**config.mk**
```make
export PLATFORM = sky130hd
export DESIGN_NAME = indent_aware_lisp_tokenizer_unit
export DESIGN_NICKNAME = d
export VERILOG_FILES = /design/src/rtl/core/iatok_pkg.sv /design/src/rtl/core/iatok_scan.sv /design/src/rtl/core/iatok_evq.sv /design/src/rtl/core/indent_aware_lisp_tokenizer_unit.sv
export SDC_FILE = /design/constraint.sdc
export NUM_CORES = 1
export LEC_CHECK = 0
export ABC_CLOCK_PERIOD_IN_PS = 9200
export BUFFER_PORTS_ARGS = -buffer_cell sky130_fd_sc_hd__buf_4
export CORE_UTILIZATION = 35
export DETAILED_ROUTE_END_ITERATION = 7
export SLEW_MARGIN = 10
export SYNTH_ARGS = -nofsm -noshare
export SYNTH_HDL_FRONTEND = slang
export SYNTH_SLANG_ARGS = --single-unit
export TNS_END_PERCENT = 30
```
**constraint.sdc**
```tcl
create_clock -name clk -period 9.2 [get_ports clk]
set_clock_uncertainty 0.1 [all_clocks]
set_input_delay 1.84 -clock clk [delete_from_list [all_inputs] [get_ports clk]]
set_output_delay 1.84 -clock clk [all_outputs]
set_load 0.05 [all_outputs]
```
**src/rtl/core/iatok_pkg.sv**
```systemverilog
`timescale 1ns / 1ps
`default_nettype none
// ---------------------------------------------------------------------------
// iatok_pkg
// shared types and constants for the indent-aware tokenizer: event codes,
// event word layout and the per-byte event batch
// ---------------------------------------------------------------------------
package iatok_pkg;

    // event codes
    localparam logic [2:0] EV_INDENT  = 3'd0;
    localparam logic [2:0] EV_NEWLINE = 3'd1;
    localparam logic [2:0] EV_BYTE    = 3'd2;
    localparam logic [2:0] EV_END     = 3'd3;
    localparam logic [2:0] EV_QERR    = 3'd4;

    // at most this many events come from one input byte
    localparam int MAX_EVENTS = 4;

    // event queue geometry
    localparam int EVQ_DEPTH = 8;
    localparam int EVQ_AW    = 3;
    localparam int EVQ_CW    = 4;

    // packed output word width (27 payload bits, padded to bytes)
    localparam int OUT_DATA_W = 32;

    typedef struct packed {
        logic [2:0]  kind;
        logic [7:0]  ch;
        logic [15:0] width;
        logic        last;
    } event_t;

    typedef struct packed {
        logic [2:0]            n;
        event_t [3:0]          ev;
    } batch_t;

    function automatic event_t mk_ev(input logic [2:0] kind, input logic [7:0] ch);
        event_t e;
        e.kind  = kind;
        e.ch    = ch;
        e.width = 16'd0;
        e.last  = 1'b0;
        return e;
    endfunction

endpackage
`default_nettype wire

```
**src/rtl/core/iatok_scan.sv**
```systemverilog
`timescale 1ns / 1ps
`default_nettype none
// ---------------------------------------------------------------------------
// iatok_scan
// scanner state and per-byte decode: turns one byte into a batch of up to
// four events and updates phase and indentation count on accept
// ---------------------------------------------------------------------------
module iatok_scan #(
    parameter int INDENT_BITS = 16
) (
    input  wire logic              clk,
    input  wire logic              rst_n,
    input  wire logic              accept,
    input  wire logic [7:0]        text_byte,
    input  wire logic              end_of_input,
    output iatok_pkg::batch_t      batch
);

    localparam logic [3:0] PH_LINE  = 4'd0;
    localparam logic [3:0] PH_MID   = 4'd1;
    localparam logic [3:0] PH_WORD  = 4'd2;
    localparam logic [3:0] PH_COLON = 4'd3;
    localparam logic [3:0] PH_STR   = 4'd4;
    localparam logic [3:0] PH_ESC   = 4'd5;
    localparam logic [3:0] PH_COMMA = 4'd6;
    localparam logic [3:0] PH_QCHK  = 4'd7;
    localparam logic [3:0] PH_CMT   = 4'd8;

    localparam logic [7:0] CH_TAB    = 8'h09;
    localparam logic [7:0] CH_LF     = 8'h0A;
    localparam logic [7:0] CH_VT     = 8'h0B;
    localparam logic [7:0] CH_FF     = 8'h0C;
    localparam logic [7:0] CH_CR     = 8'h0D;
    localparam logic [7:0] CH_SP     = 8'h20;
    localparam logic [7:0] CH_DQUOTE = 8'h22;
    localparam logic [7:0] CH_HASH   = 8'h23;
    localparam logic [7:0] CH_QUOTE  = 8'h27;
    localparam logic [7:0] CH_LPAR   = 8'h28;
    localparam logic [7:0] CH_RPAR   = 8'h29;
    localparam logic [7:0] CH_COMMA  = 8'h2C;
    localparam logic [7:0] CH_COLON  = 8'h3A;
    localparam logic [7:0] CH_AT     = 8'h40;
    localparam logic [7:0] CH_BSLASH = 8'h5C;
    localparam logic [7:0] CH_BTICK  = 8'h60;

    typedef struct packed {
        logic [1:0]        n;
        iatok_pkg::event_t e0;
        iatok_pkg::event_t e1;
        logic [3:0]        phase;
        logic              line_reset;
    } btok_t;

    logic [3:0]             phase_reg, phase_next;
    logic [INDENT_BITS-1:0] cnt_reg, cnt_next;

    function automatic logic is_ws(input logic [7:0] c);
        return (c == CH_SP) || (c == CH_TAB) || (c == CH_LF) || (c == CH_VT) ||
               (c == CH_FF) || (c == CH_CR);
    endfunction

    function automatic logic is_quote(input logic [7:0] c);
        return (c == CH_QUOTE) || (c == CH_BTICK) || (c == CH_AT);
    endfunction

    function automatic logic is_delim(input logic [7:0] c);
        return is_ws(c) || is_quote(c) || (c == CH_LPAR) || (c == CH_RPAR) ||
               (c == CH_HASH) || (c == CH_DQUOTE) || (c == CH_COMMA);
    endfunction

    // handling of a byte that arrives between tokens
    function automatic btok_t between(input logic [7:0] c);
        btok_t r;
        r.n          = 2'd0;
        r.e0         = iatok_pkg::mk_ev(iatok_pkg::EV_BYTE, c);
        r.e1         = iatok_pkg::mk_ev(iatok_pkg::EV_END, 8'd0);
        r.phase      = PH_MID;
        r.line_reset = 1'b0;
        if (c == CH_LF) begin
            r.n          = 2'd1;
            r.e0         = iatok_pkg::mk_ev(iatok_pkg::EV_NEWLINE, 8'd0);
            r.phase      = PH_LINE;
            r.line_reset = 1'b1;
        end
        else if (is_ws(c)) begin
            r.phase = PH_MID;
        end
        else if (c == CH_HASH) begin
            r.phase = PH_CMT;
        end
        else if (c == CH_DQUOTE) begin
            r.n     = 2'd1;
            r.phase = PH_STR;
        end
        else if ((c == CH_LPAR) || (c == CH_RPAR)) begin
            r.n     = 2'd2;
            r.phase = PH_MID;
        end
        else if (c == CH_COMMA) begin
            r.n     = 2'd1;
            r.phase = PH_COMMA;
        end
        else if (is_quote(c)) begin
            r.n     = 2'd2;
            r.phase = PH_QCHK;
        end
        else if (c == CH_COLON) begin
            r.phase = PH_COLON;
        end
        else begin
            r.n     = 2'd1;
            r.phase = PH_WORD;
        end
        return r;
    endfunction

    btok_t                   bt;
    logic [INDENT_BITS:0]    sum_sp, sum_tab;
    logic [INDENT_BITS+15:0] cnt_ext;

    assign bt      = between(text_byte);
    assign sum_sp  = {1'b0, cnt_reg} + {{INDENT_BITS{1'b0}}, 1'b1};
    assign sum_tab = {1'b0, cnt_reg} + {{(INDENT_BITS-1){1'b0}}, 2'd2};
    assign cnt_ext = {16'd0, cnt_reg};

    always_comb
    begin
        logic [1:0]             pre_n;
        iatok_pkg::event_t      p0, p1;
        logic                   use_bt;
        logic [2:0]             n;
        iatok_pkg::batch_t      b;

        pre_n      = 2'd0;
        p0         = iatok_pkg::mk_ev(iatok_pkg::EV_BYTE, text_byte);
        p1         = iatok_pkg::mk_ev(iatok_pkg::EV_BYTE, text_byte);
        use_bt     = 1'b0;
        phase_next = phase_reg;
        cnt_next   = cnt_reg;

        if (end_of_input) begin
            // flush: open word, string or comma gets its end
            if ((phase_reg == PH_WORD) || (phase_reg == PH_STR) ||
                (phase_reg == PH_ESC) || (phase_reg == PH_COMMA))
            begin
                pre_n = 2'd1;
                p0    = iatok_pkg::mk_ev(iatok_pkg::EV_END, 8'd0);
            end
            phase_next = PH_LINE;
            cnt_next   = '0;
        end
        else begin
            unique case (phase_reg)
                PH_LINE:
                begin
                    if (text_byte == CH_LF) begin
                        pre_n    = 2'd1;
                        p0       = iatok_pkg::mk_ev(iatok_pkg::EV_NEWLINE, 8'd0);
                        cnt_next = '0;
                    end
                    else if (text_byte == CH_SP) begin
                        cnt_next = sum_sp[INDENT_BITS] ? '1 : sum_sp[INDENT_BITS-1:0];
                    end
                    else if (text_byte == CH_TAB) begin
                        cnt_next = sum_tab[INDENT_BITS] ? '1 : sum_tab[INDENT_BITS-1:0];
                    end
                    else if (is_ws(text_byte)) begin
                        cnt_next = cnt_reg;
                    end
                    else if (text_byte == CH_HASH) begin
                        phase_next = PH_CMT;
                    end
                    else begin
                        pre_n    = 2'd1;
                        p0       = iatok_pkg::mk_ev(iatok_pkg::EV_INDENT, 8'd0);
                        p0.width = cnt_ext[15:0];
                        use_bt   = 1'b1;
                    end
                end
                PH_WORD:
                begin
                    pre_n = 2'd1;
                    if (is_delim(text_byte)) begin
                        p0     = iatok_pkg::mk_ev(iatok_pkg::EV_END, 8'd0);
                        use_bt = 1'b1;
                    end
                end
                PH_COLON:
                begin
                    if (is_delim(text_byte)) begin
                        // lone colon is dropped
                        use_bt = 1'b1;
                    end
                    else begin
                        pre_n      = 2'd2;
                        p0         = iatok_pkg::mk_ev(iatok_pkg::EV_BYTE, CH_COLON);
                        phase_next = PH_WORD;
                    end
                end
                PH_STR:
                begin
                    pre_n = 2'd1;
                    if (text_byte == CH_BSLASH) begin
                        phase_next = PH_ESC;
                    end
                    else if (text_byte == CH_DQUOTE) begin
                        pre_n      = 2'd2;
                        p1         = iatok_pkg::mk_ev(iatok_pkg::EV_END, 8'd0);
                        phase_next = PH_MID;
                    end
                end
                PH_ESC:
                begin
                    pre_n      = 2'd1;
                    phase_next = PH_STR;
                end
                PH_COMMA:
                begin
                    if (text_byte == CH_AT) begin
                        pre_n      = 2'd2;
                        p1         = iatok_pkg::mk_ev(iatok_pkg::EV_END, 8'd0);
                        phase_next = PH_MID;
                    end
                    else begin
                        pre_n  = 2'd1;
                        p0     = iatok_pkg::mk_ev(iatok_pkg::EV_END, 8'd0);
                        use_bt = 1'b1;
                    end
                end
                PH_QCHK:
                begin
                    if (is_ws(text_byte) || (text_byte == CH_RPAR)) begin
                        pre_n = 2'd1;
                        p0    = iatok_pkg::mk_ev(iatok_pkg::EV_QERR, 8'd0);
                    end
                    use_bt = 1'b1;
                end
                PH_CMT:
                begin
                    if (text_byte == CH_LF) begin
                        pre_n      = 2'd1;
                        p0         = iatok_pkg::mk_ev(iatok_pkg::EV_NEWLINE, 8'd0);
                        phase_next = PH_LINE;
                        cnt_next   = '0;
                    end
                end
                default:
                begin
                    use_bt = 1'b1;
                end
            endcase

            if (use_bt) begin
                phase_next = bt.phase;
                if (bt.line_reset) begin
                    cnt_next = '0;
                end
            end
        end

        // assemble prefix events followed by between-token events
        b.ev = {4{iatok_pkg::mk_ev(iatok_pkg::EV_END, 8'd0)}};
        n    = 3'd0;
        if (pre_n >= 2'd1) begin
            b.ev[n[1:0]] = p0;
            n            = n + 3'd1;
        end
        if (pre_n >= 2'd2) begin
            b.ev[n[1:0]] = p1;
            n            = n + 3'd1;
        end
        if (use_bt && (bt.n >= 2'd1)) begin
            b.ev[n[1:0]] = bt.e0;
            n            = n + 3'd1;
        end
        if (use_bt && (bt.n >= 2'd2)) begin
            b.ev[n[1:0]] = bt.e1;
            n            = n + 3'd1;
        end
        if (n != 3'd0) begin
            b.ev[2'(n - 3'd1)].last = 1'b1;
        end
        b.n   = n;
        batch = b;
    end

    always_ff @(posedge clk or negedge rst_n)
    begin
        if (!rst_n) begin
            phase_reg <= PH_LINE;
            cnt_reg   <= '0;
        end
        else if (accept) begin
            phase_reg <= phase_next;
            cnt_reg   <= cnt_next;
        end
    end

endmodule
`default_nettype wire

```
**src/rtl/core/iatok_evq.sv**
```systemverilog
`timescale 1ns / 1ps
`default_nettype none
// ---------------------------------------------------------------------------
// iatok_evq
// event queue: takes a batch of up to four events per cycle and hands out
// one event word per cycle, while m_tready is high, on the output stream
// ---------------------------------------------------------------------------
module iatok_evq (
    input  wire logic                                clk,
    input  wire logic                                rst_n,
    input  wire logic                                push,
    input  wire iatok_pkg::batch_t                   batch,
    output logic                                     room,
    output logic                                     m_tvalid,
    input  wire logic                                m_tready,
    output logic [iatok_pkg::OUT_DATA_W-1:0]         m_tdata,
    output logic                                     m_tlast
);

    iatok_pkg::event_t                  q_reg [iatok_pkg::EVQ_DEPTH];
    logic [iatok_pkg::EVQ_AW-1:0]       wr_ptr_reg, rd_ptr_reg;
    logic [iatok_pkg::EVQ_CW-1:0]       count_reg, count_next;
    logic                               pop;
    iatok_pkg::event_t                  head;

    // room for a full batch, from registered count only
    assign room     = (count_reg <= 4'(iatok_pkg::EVQ_DEPTH - iatok_pkg::MAX_EVENTS));
    assign m_tvalid = (count_reg != '0);
    assign pop      = m_tvalid && m_tready;
    assign head     = q_reg[rd_ptr_reg];
    assign m_tdata  = {5'd0, head.width, head.ch, head.kind};
    assign m_tlast  = head.last;

    always_comb
    begin
        count_next = count_reg;
        if (push) begin
            count_next = count_next + {1'b0, batch.n};
        end
        if (pop) begin
            count_next = count_next - 4'd1;
        end
    end

    always_ff @(posedge clk)
    begin
        for (int k = 0; k < iatok_pkg::MAX_EVENTS; k++) begin
            if (push && (3'(k) < batch.n)) begin
                q_reg[wr_ptr_reg + 3'(k)] <= batch.ev[k];
            end
        end
    end

    always_ff @(posedge clk or negedge rst_n)
    begin
        if (!rst_n) begin
            wr_ptr_reg <= '0;
            rd_ptr_reg <= '0;
            count_reg  <= '0;
        end
        else begin
            if (push) begin
                wr_ptr_reg <= wr_ptr_reg + batch.n;
            end
            if (pop) begin
                rd_ptr_reg <= rd_ptr_reg + 3'd1;
            end
            count_reg <= count_next;
        end
    end

endmodule
`default_nettype wire

```
**src/rtl/core/indent_aware_lisp_tokenizer_unit.sv**
```systemverilog
`timescale 1ns / 1ps
`default_nettype none
// ---------------------------------------------------------------------------
// indent_aware_lisp_tokenizer_unit
// byte-stream tokenizer for an indentation-sensitive parenthesized language;
// emits indent, newline, token byte, token end and quote error events
// ---------------------------------------------------------------------------
//
// channel   dir  tdata                              tuser  tlast
// s_axis    in   [7:0] text_byte                    -      end_of_input
// m_axis    out  [2:0] event_kind, [10:3]           -      last_event
//                token_char, [26:11] indent_width
//
// one byte is taken per cycle while the queue has room; its events (zero to
// four) go into an eight word queue with a registered count and leave one
// word per cycle while m_tready is high. the input is held while fewer than
// four queue slots are free, so a stalled output stalls the input only
// then; when bytes average more than one event, the sustained input rate
// is set by the output drain. reset puts the scanner at start of line with
// a zero indentation count and empties the queue.
//
module indent_aware_lisp_tokenizer_unit #(
    parameter int INDENT_BITS = 16
) (
    input  wire logic                            clk,
    input  wire logic                            rst_n,
    // input byte stream
    input  wire logic                            s_tvalid,
    output logic                                 s_tready,
    input  wire logic [7:0]                      s_tdata,   // [7:0] text_byte
    input  wire logic                            s_tlast,   // end_of_input
    // event word stream
    output logic                                 m_tvalid,
    input  wire logic                            m_tready,
    // [2:0] event_kind, [10:3] token_char, [26:11] indent_width, [31:27] zero
    output logic [iatok_pkg::OUT_DATA_W-1:0]     m_tdata,
    output logic                                 m_tlast    // last_event
);

    logic              room;
    logic              accept;
    iatok_pkg::batch_t batch;

    // take a byte whenever the queue can hold a worst-case batch
    assign s_tready = room;
    assign accept   = s_tvalid && room;

    // phase / indentation state and byte decode
    iatok_scan #(
        .INDENT_BITS (INDENT_BITS)
    ) u_scan (
        .clk          (clk),
        .rst_n        (rst_n),
        .accept       (accept),
        .text_byte    (s_tdata),
        .end_of_input (s_tlast),
        .batch        (batch)
    );

    // event queue doubles as the output register
    iatok_evq u_evq (
        .clk      (clk),
        .rst_n    (rst_n),
        .push     (accept),
        .batch    (batch),
        .room     (room),
        .m_tvalid (m_tvalid),
        .m_tready (m_tready),
        .m_tdata  (m_tdata),
        .m_tlast  (m_tlast)
    );

endmodule
`default_nettype wire
```
==> results.md, run 1 <==
- 1st-pass router iterations: 5
- Hold Buf Count CTS: 0
- Fin crit share: 0.785
- Post-DP HPWL: 26,400 um
- Slew Limit Fails: 0
- WL final: 38,800 um
- Synthesized area per cell: 11.9 um2
- Worst hold start: u_evq.rd_ptr_reg[2]
- Count leader, synth: edfxtp_1
- Reg-to-Reg End: u_evq.q_reg[5][20]
- Max Cap Violations: 0
- Final RePlAce weighted congestion: 0.888
- Clk pwr share: 0.228
- Total grt overflow: 0
- Required @ worst endpoint: 9.28 ns
- Switching power: 2.05 mW
- Leak pwr: 6.04 nW
- Largest area contributor in the netlist: edfxtp_1
- Routed vias: 9,993
- H-tree Lvls: 1
- Net Sw Frac: 0.410
- R2r worst-path depth: 14
- # setup viols final: 0
- Fraction of layout cells with a size suffix above 1: 0.198
- Peak supply drop: 0.143 mV
- CTS tree: built
- RSZ-0062 raised after global routing: false
- Sequential Area: 7480 um2
- Comb power frac: 0.457
- Cells after Synth: 1,196
- Setup TNS: 0 ns
- Max_slew headroom: 0.231
- Post-CTS repair timing setup buffer count: 0
- Most frequent cells after synthesis: edfxtp_1 (224), nor2_1 (198), nand2_1 (93)
- R2R Setup Slk: 2.86 ns
- Distinct cells, synth: 91
- Worst slew pin tran: 1.15 ns
- Total die area: 41,600 um2
- Final Hold Fails: 0
- Critical Path AT: 7.30 ns
- Mapped Area: 14,300 um2
- Startpoint types: primary input
- Tot GR Track Use: 0.190
- Critical path type: primary input to flop
- Vias in the first global route: 10,100
- Root buf cell: clkbuf_16
- Core Area: 40,000 um2
- P per Cell Area: 313 nW/um2
- Int Power: 2.95 mW
- Crit Path Max Fanout: 28
- Synth warn: 0
- Initial antenna violation count: 0
- PortBufs: 42
- Antenna Nets Post-Route: 0
- Largest net degree at the start of global routing: 57
- DR DRC count: 0
- Multi-input logic area: 6440 um2
- Initial core utilization: 0.357
- Status: finished, final reports clean
- Most area-consuming cells after synthesis: edfxtp_1 (47%), mux4_2 (8.8%), dfrtp_1 (5.3%), nor2_1 (5.2%), mux2i_1 (4.5%)
- Routed length per instance: 22.1 um
- Longest Clk Path Bufs: 3
- #FFs+latches synth: 254
- Initial DRC Count: 906
- Clk slew on worst S/H paths: 0.06 ns
- Area grow syn2layout: 11.9%
- Largest register FFs: 224
- Ys flop type: edfxtp_1
- Share of synthesized registers carrying an async set or reset: 0.118
- I/O pins: 48
- Hold path depth: 1
- Site Rows: 73
- Worst Hold Path EP: u_evq.rd_ptr_reg[2]
- Crit. End Element: flop
- Sequential share of power: 0.315
- Fill cell count: 3,784
- Final critical-path required period: 7.22 ns
- First-pass GRT wire length: 60,500 um
- Seq/Total Area, Yosys: 0.524
- Top cell type's share of synthesized area: 0.471
- Die Y: 204 um
- Worst skew pair latency: 0.56 ns
- Post-synth EDFFs: 224
- PostCTS Resize Cnt: 0
- CTS Buf Count: 28
- Hold Path Class: flop to flop
- Routed vias/inst: 5.69
- Num Clock Sinks: 254
- Die W: 204 um
- FF-to-FF Start: u_scan.phase_reg[3]
- Diode count: 0
- Fin util: 0.399
- NumNets Final: 1,239
- Fmax: 138 MHz
## through the flow
stage | total power, mW | cell area (um2) | cells | hold WS [ns] | setup WS, ns
after floorplan | 3.27 | 14300 | 1200 | 0.381 | 0.878
after global placement | 3.87 | 15000 | 1706 | 0.361 | 1.71
after detailed placement | 3.89 | 15000 | 1706 | 0.367 | 1.47
after CTS | 5.03 | 16000 | 1757 | 0.392 | 2.03
after global routing | 5.24 | 16000 | 1757 | 0.408 | 1.62
final | 5.00 | 16000 | 1757 | 0.378 | 1.98
## kinds of logic after synthesis
logic type | Yosys count | share of synthesized area
buffers and inverters | 89 | 0.0325
and+or+nand+nor | 457 | 0.154
adders and majority gates | 15 | 0.0142
other | 1 | 0.000263
xor gates and xnor gates | 17 | 0.0104
AOI/OAI and AO/OA | 213 | 0.109
DFF | 254 | 0.524
muxes | 150 | 0.157
## power by group through the flow
stage          logic, mW  clock network (mW)  registers, mW
2_1_floorplan       1.75                   0           1.52
3_3_place_gp        2.27                   0           1.60
3_5_place_dp        2.29                   0           1.60
5_1_grt             2.45                1.20           1.59
4_1_cts             2.29                1.15           1.58
6_report            2.28                1.14           1.58
## per-layer routing
metal  up-vias  share of wire  GRT usage
met2       323           0.46      0.308
met1      5024           0.45      0.264
li1       4573              -          -
met3        73          0.054     0.0225
met4         0          0.032     0.0594
met5         -              0          0
## how the worst max path moves through the flow
stage / startpoint / endpoint / cells past startpoint
2_1_floorplan: s_tdata[3] / u_evq.q_reg[0][0] / 13
3_3_place_gp: s_tdata[5] / u_evq.q_reg[5][19] / 15
3_5_place_dp: s_tdata[5] / u_evq.q_reg[5][19] / 15
4_1_cts: s_tdata[5] / u_evq.q_reg[5][20] / 15
5_1_grt: s_tdata[5] / u_evq.q_reg[5][27] / 15
6_report: s_tdata[5] / u_evq.q_reg[5][20] / 15
## critical path, cell delays in order
cell,delay (ns)
buf_4,0.21
or3b_2,0.46
o32a_2,0.21
a21oi_2,0.26
a221oi_2,0.20
a21oi_2,0.40
nand2_1,0.16
xnor2_1,0.39
ha_1,0.30
or4_1,0.15
a21oi_1,0.08
nor2_2,0.43
nand4_1,0.78
o21ai_2,0.69
a31o_2,0.71
## layout make-up
type,instances,share of cell area
inverters,17,0.00399
repair buffers,53,0.0249
multi-input cells,857,0.403
clock inverters,20,0.0139
clock buffers,31,0.0446
flip-flops and latches,254,0.468
well taps,525,0.0411
## placed cells by master (no fill, tap or decap), types with 5 or more instances in the layout
cell | synthesis | layout
clkinv_1 | 0 | 7
o221ai_1 | 8 | 8
mux2_2 | 30 | 30
a21o_1 | 7 | 7
and2_1 | 9 | 9
conb_1 | 1 | 5
mux4_2 | 56 | 56
o31ai_1 | 13 | 9
inv_1 | 17 | 17
nand2_1 | 93 | 93
o21a_1 | 5 | 5
or3_1 | 8 | 8
nand2b_1 | 16 | 16
ha_1 | 13 | 13
and3_1 | 8 | 8
a21oi_2 | 5 | 5
nand2_2 | 9 | 9
xnor2_1 | 12 | 12
dfrtp_1 | 30 | 28
nand3_1 | 34 | 34
a21oi_1 | 35 | 35
mux2i_1 | 64 | 64
nand4_1 | 19 | 19
nor2_1 | 198 | 198
o21ai_0 | 63 | 63
buf_4 | 13 | 53
nor4_1 | 7 | 7
o21ai_1 | 5 | 5
o31ai_4 | 2 | 6
clkbuf_16 | 0 | 28
edfxtp_1 | 224 | 224
nor3_1 | 17 | 16
a31oi_1 | 14 | 14
or2_2 | 5 | 5
xor2_1 | 5 | 5
a21boi_0 | 5 | 5
No activity file was read; power rests on OpenSTA's default activity.
==> run 2, diff against run 1 <==
Settings changed: ABC_AREA from default to 1, ABC_CLOCK_PERIOD_IN_PS 9200 to 7300.
Clock period 9.2 ns to 7.3 ns, I/O delays scaled along.
==> run 2 against run 1 <==
Net effect:
- via count grew 29%
- combinational power grew 66%
- critical path depth grew 5
- critical endpoint is now u_evq.q_reg[0][4]
- non-clock buffer count grew 10
- hold slack gained 0.079 ns
- total power grew 44%
- area after synthesis grew 3.2%
- cell count grew 34%
- count of clock-buffer cells in the layout grew 5
- global-route usage grew 2.7 points
- synthesized cell count grew 49%
==> results.md, run 2 <==
- Die W: 207 um (+1.6%)
- I/O pins: 48 (unchanged)
- Top cell type's share of synthesized area: 0.456 (-0.0147)
- Fraction of layout cells with a size suffix above 1: 0.0903 (-0.108)
- Most area-consuming cells after synthesis: edfxtp_1 (46%), nor2_1 (11%), nand2_1 (7.9%), o21ai_0 (7.2%), dfrtp_1 (5.1%)
- Die Y: 207 um (+1.6%)
- Worst slack, placed: 1.19 ns (-0.281 ns)
- Antenna Nets Post-Route: 0 (unchanged)
- # setup viols final: 0 (unchanged)
- Post-synth EDFFs: 224 (unchanged)
- Largest net degree at the start of global routing: 72 (+26%)
- Fill cell count: 4,115 (+8.7%)
- Mapped Area: 14,700 um2 (+3.2%)
- Max Cap Violations: 0 (unchanged)
- Synth warn: 0 (unchanged)
- Routed vias/inst: 5.50 (-3.3%)
- Fmax: 180 MHz
- First-pass GRT wire length: 72,700 um (+20%)
- Total die area: 42,900 um2 (+3.2%)
- Final non-filler cell total: 2,348 (+34%)
- Critical Path AT: 5.68 ns (-1.62 ns)
- Final Hold Slack: 0.457 ns (+0.0789 ns)
- R2R Setup Slk: 1.78 ns (-1.08 ns)
- Worst Hold Path EP: u_evq.rd_ptr_reg[2]
- Startpoint types: primary input
- Hold path depth: 2 (+1)
- Ys flop type: edfxtp_1
- #FFs+latches synth: 254 (unchanged)
- FF-to-FF Start: u_scan.phase_reg[1]
- Crit. End Element: flop
- Cells after Synth: 1,785 (+49%)
- Max_slew headroom: 0.281 (+0.0498)
- Final critical-path required period: 5.56 ns
- Setup WS post-layout: 1.74 ns (-0.238 ns)
- Highest-count cells in the layout ignoring fill and taps: nor2_1 (450), nand2_1 (312), edfxtp_1 (224), o21ai_0 (213), inv_1 (102)
- Post-CTS repair timing setup buffer count: 0 (unchanged)
- Largest area contributor in the netlist: edfxtp_1
- Slew Limit Fails: 0 (unchanged)
- Leak pwr: 6.49 nW (+7.4%)
- CTS Buf Count: 28 (unchanged)
- DP Cell Count: 2,297 (+35%)
- Combinational family with the most area after synthesis: simple AND/OR/NAND/NOR gates
- Initial antenna violation count: 0 (unchanged)
- 1st-pass router iterations: 6 (+1)
- P per Cell Area: 441 nW/um2 (+41%)
- Status: finished, final reports clean
- Count leader, synth: nor2_1
- Post-Synth Simple-Gate Area: 0.270 (+0.116)
- Hold Buf Count CTS: 0 (unchanged)
- Synthesized area per cell: 8.26 um2 (-31%)
- NumNets Final: 1,823 (+47%)
- Commonest non-fill, non-tap cell in the layout: nor2_1
- CTS tree: built
- Diode count: 0 (unchanged)
- Vias in the first global route: 12,400 (+23%)
- Initial core utilization: 0.358 (+0.000812)
- PostCTS Resize Cnt: 0 (unchanged)
- WL final: 47,400 um (+22%)
- Site Rows: 74 (+1.4%)
- Worst skew pair latency: 0.57 ns (about the same)
- Post-synthesis mux area share: 0.00204 (-0.155)
- RSZ-0062 raised after global routing: false
- Critical path type: primary input to flop
- R2r worst-path depth: 17 (+3)
- Post-synthesis compound-gate area fraction: 0.135 (+0.0268)
- Setup TNS: 0 ns (unchanged)
- Hold Path Class: flop to flop
- Worst hold start: u_evq.rd_ptr_reg[2]
- Clk slew on worst S/H paths: 0.06 ns (about the same)
- Total grt overflow: 0 (unchanged)
- Root buf cell: clkbuf_16
- Share of synthesized registers carrying an async set or reset: 0.118 (unchanged)
- Largest register FFs: 224 (unchanged)
- Post-synthesis xor/xnor area fraction: 0.0154 (+0.00502)
- Num Clock Sinks: 254 (unchanged)
- Seq/Total Area, Yosys: 0.507 (-0.0164)
- Reg-to-Reg End: u_evq.q_reg[0][4]
- Most frequent cells after synthesis: nor2_1 (450), nand2_1 (312), edfxtp_1 (224)
- Area grow syn2layout: 11.0%
- Required @ worst endpoint: 7.42 ns (-1.86 ns)
- Crit Path Max Fanout: 25 (-11%)
- Final RePlAce weighted congestion: 0.943 (+6.2%)
- DR DRC count: 0 (unchanged)
- Routed length per instance: 20.2 um (-8.5%)
- Peak supply drop: 0.213 mV (+49%)
- Adder-cell share of the synthesized area: 0.0137 (-0.000443)
- Final Hold Fails: 0 (unchanged)
- Routed vias: 12,900 (+29%)
- PortBufs: 42 (unchanged)
- Core Area: 41,200 um2 (+3.0%)
- H-tree Lvls: 1 (unchanged)
- Longest Clk Path Bufs: 3 (unchanged)
- Distinct cells, synth: 51 (-44%)
- Post-DP HPWL: 31,900 um (+21%)
- Fin crit share: 0.761
- Worst slew pin tran: 1.07 ns (-0.0797 ns)
- Tot GR Track Use: 0.217 (+0.0274)
- Initial DRC Count: 1,340 (+48%)
run 2: changes by cell type after synthesis, sizes merged, moves of 56 or more:
cell,previous run,this run
nor2,200,458
nand2,102,338
o21ai,73,216
inv,17,110
mux2i,64,3
mux4,56,0
run 2: layout make-up:
type	instances	area, um2	share of cell area
multi-input combinational	1337	6450	0.394
sequential	254	7480	0.457
tap	532	666	0.0407
timing repair buffer	63	485	0.0297
clock inverter	15	131	0.00803
inverter	111	417	0.0255
clock buffer	36	731	0.0446
run 2: logic make-up (layout without fill, tap and decap cells):
kind of cell | Yosys count | in the layout
buffers and inverters | 198 | 225
xor gates and xnor gates | 26 | 26
adders and majority gates | 15 | 15
DFF | 254 | 254
other | 1 | 5
muxes | 3 | 3
and+or+nand+nor | 936 | 936
AOI/OAI and AO/OA | 352 | 352
run 2: how the worst max path moves through the flow:
stage	start	to	slack [ns]	depth (start not counted)
floorplan	s_tdata[6]	u_evq.q_reg[1][0]	2.12	20
global placement	s_tdata[6]	u_evq.q_reg[0][10]	1.33	20
detailed placement	s_tdata[6]	u_evq.q_reg[0][7]	1.19	20
CTS	s_tdata[6]	u_evq.q_reg[6][8]	1.79	23
global route	s_tdata[6]	u_evq.q_reg[6][2]	1.42	23
finish	s_tdata[6]	u_evq.q_reg[0][4]	1.74	20
run 2: per-stage QoR:
stage                     total power, mW  utilization  cell area (um2)
after CTS                            7.22        0.397            16400
after floorplan                      4.73            -            14800
after global placement               5.86        0.376            15500
after detailed placement             5.87        0.376            15500
after global routing                 7.69        0.397            16400
final                                7.21        0.397            16400
run 2: worst max-delay path: stages:
cell and delay (ns):
buf_4 0.12, inv_1 0.11, nand2_1 0.12, nor2_4 0.18, nand3_1 0.31, nand4_2 0.33, nor2_1 0.06, nor2_1 0.15
nand2_2 0.15, nand3_4 0.16, nand2_2 0.10, nand2_2 0.12, inv_1 0.07, ha_1 0.29, or2_2 0.10, nand2_1 0.11
o21ai_2 0.61, nand3_1 0.35, nand3_1 0.29, buf_4 0.45
run 2: report_power, final:
| part | internal, mW | switching, mW |
|---|---|---|
| logic | 1.04 | 2.75 |
| clock network | 0.746 | 0.603 |
| registers | 1.92 | 0.156 |
run 2: layer usage:
| layer | track usage | part of all wire | up-vias |
|---|---|---|---|
| li1 | - | - | 6127 |
| met1 | 0.290 | 0.43 | 6155 |
| met2 | 0.355 | 0.46 | 512 |
| met3 | 0.0316 | 0.066 | 119 |
| met4 | 0.0844 | 0.039 | 0 |
| met5 | 0 | 0 | - |
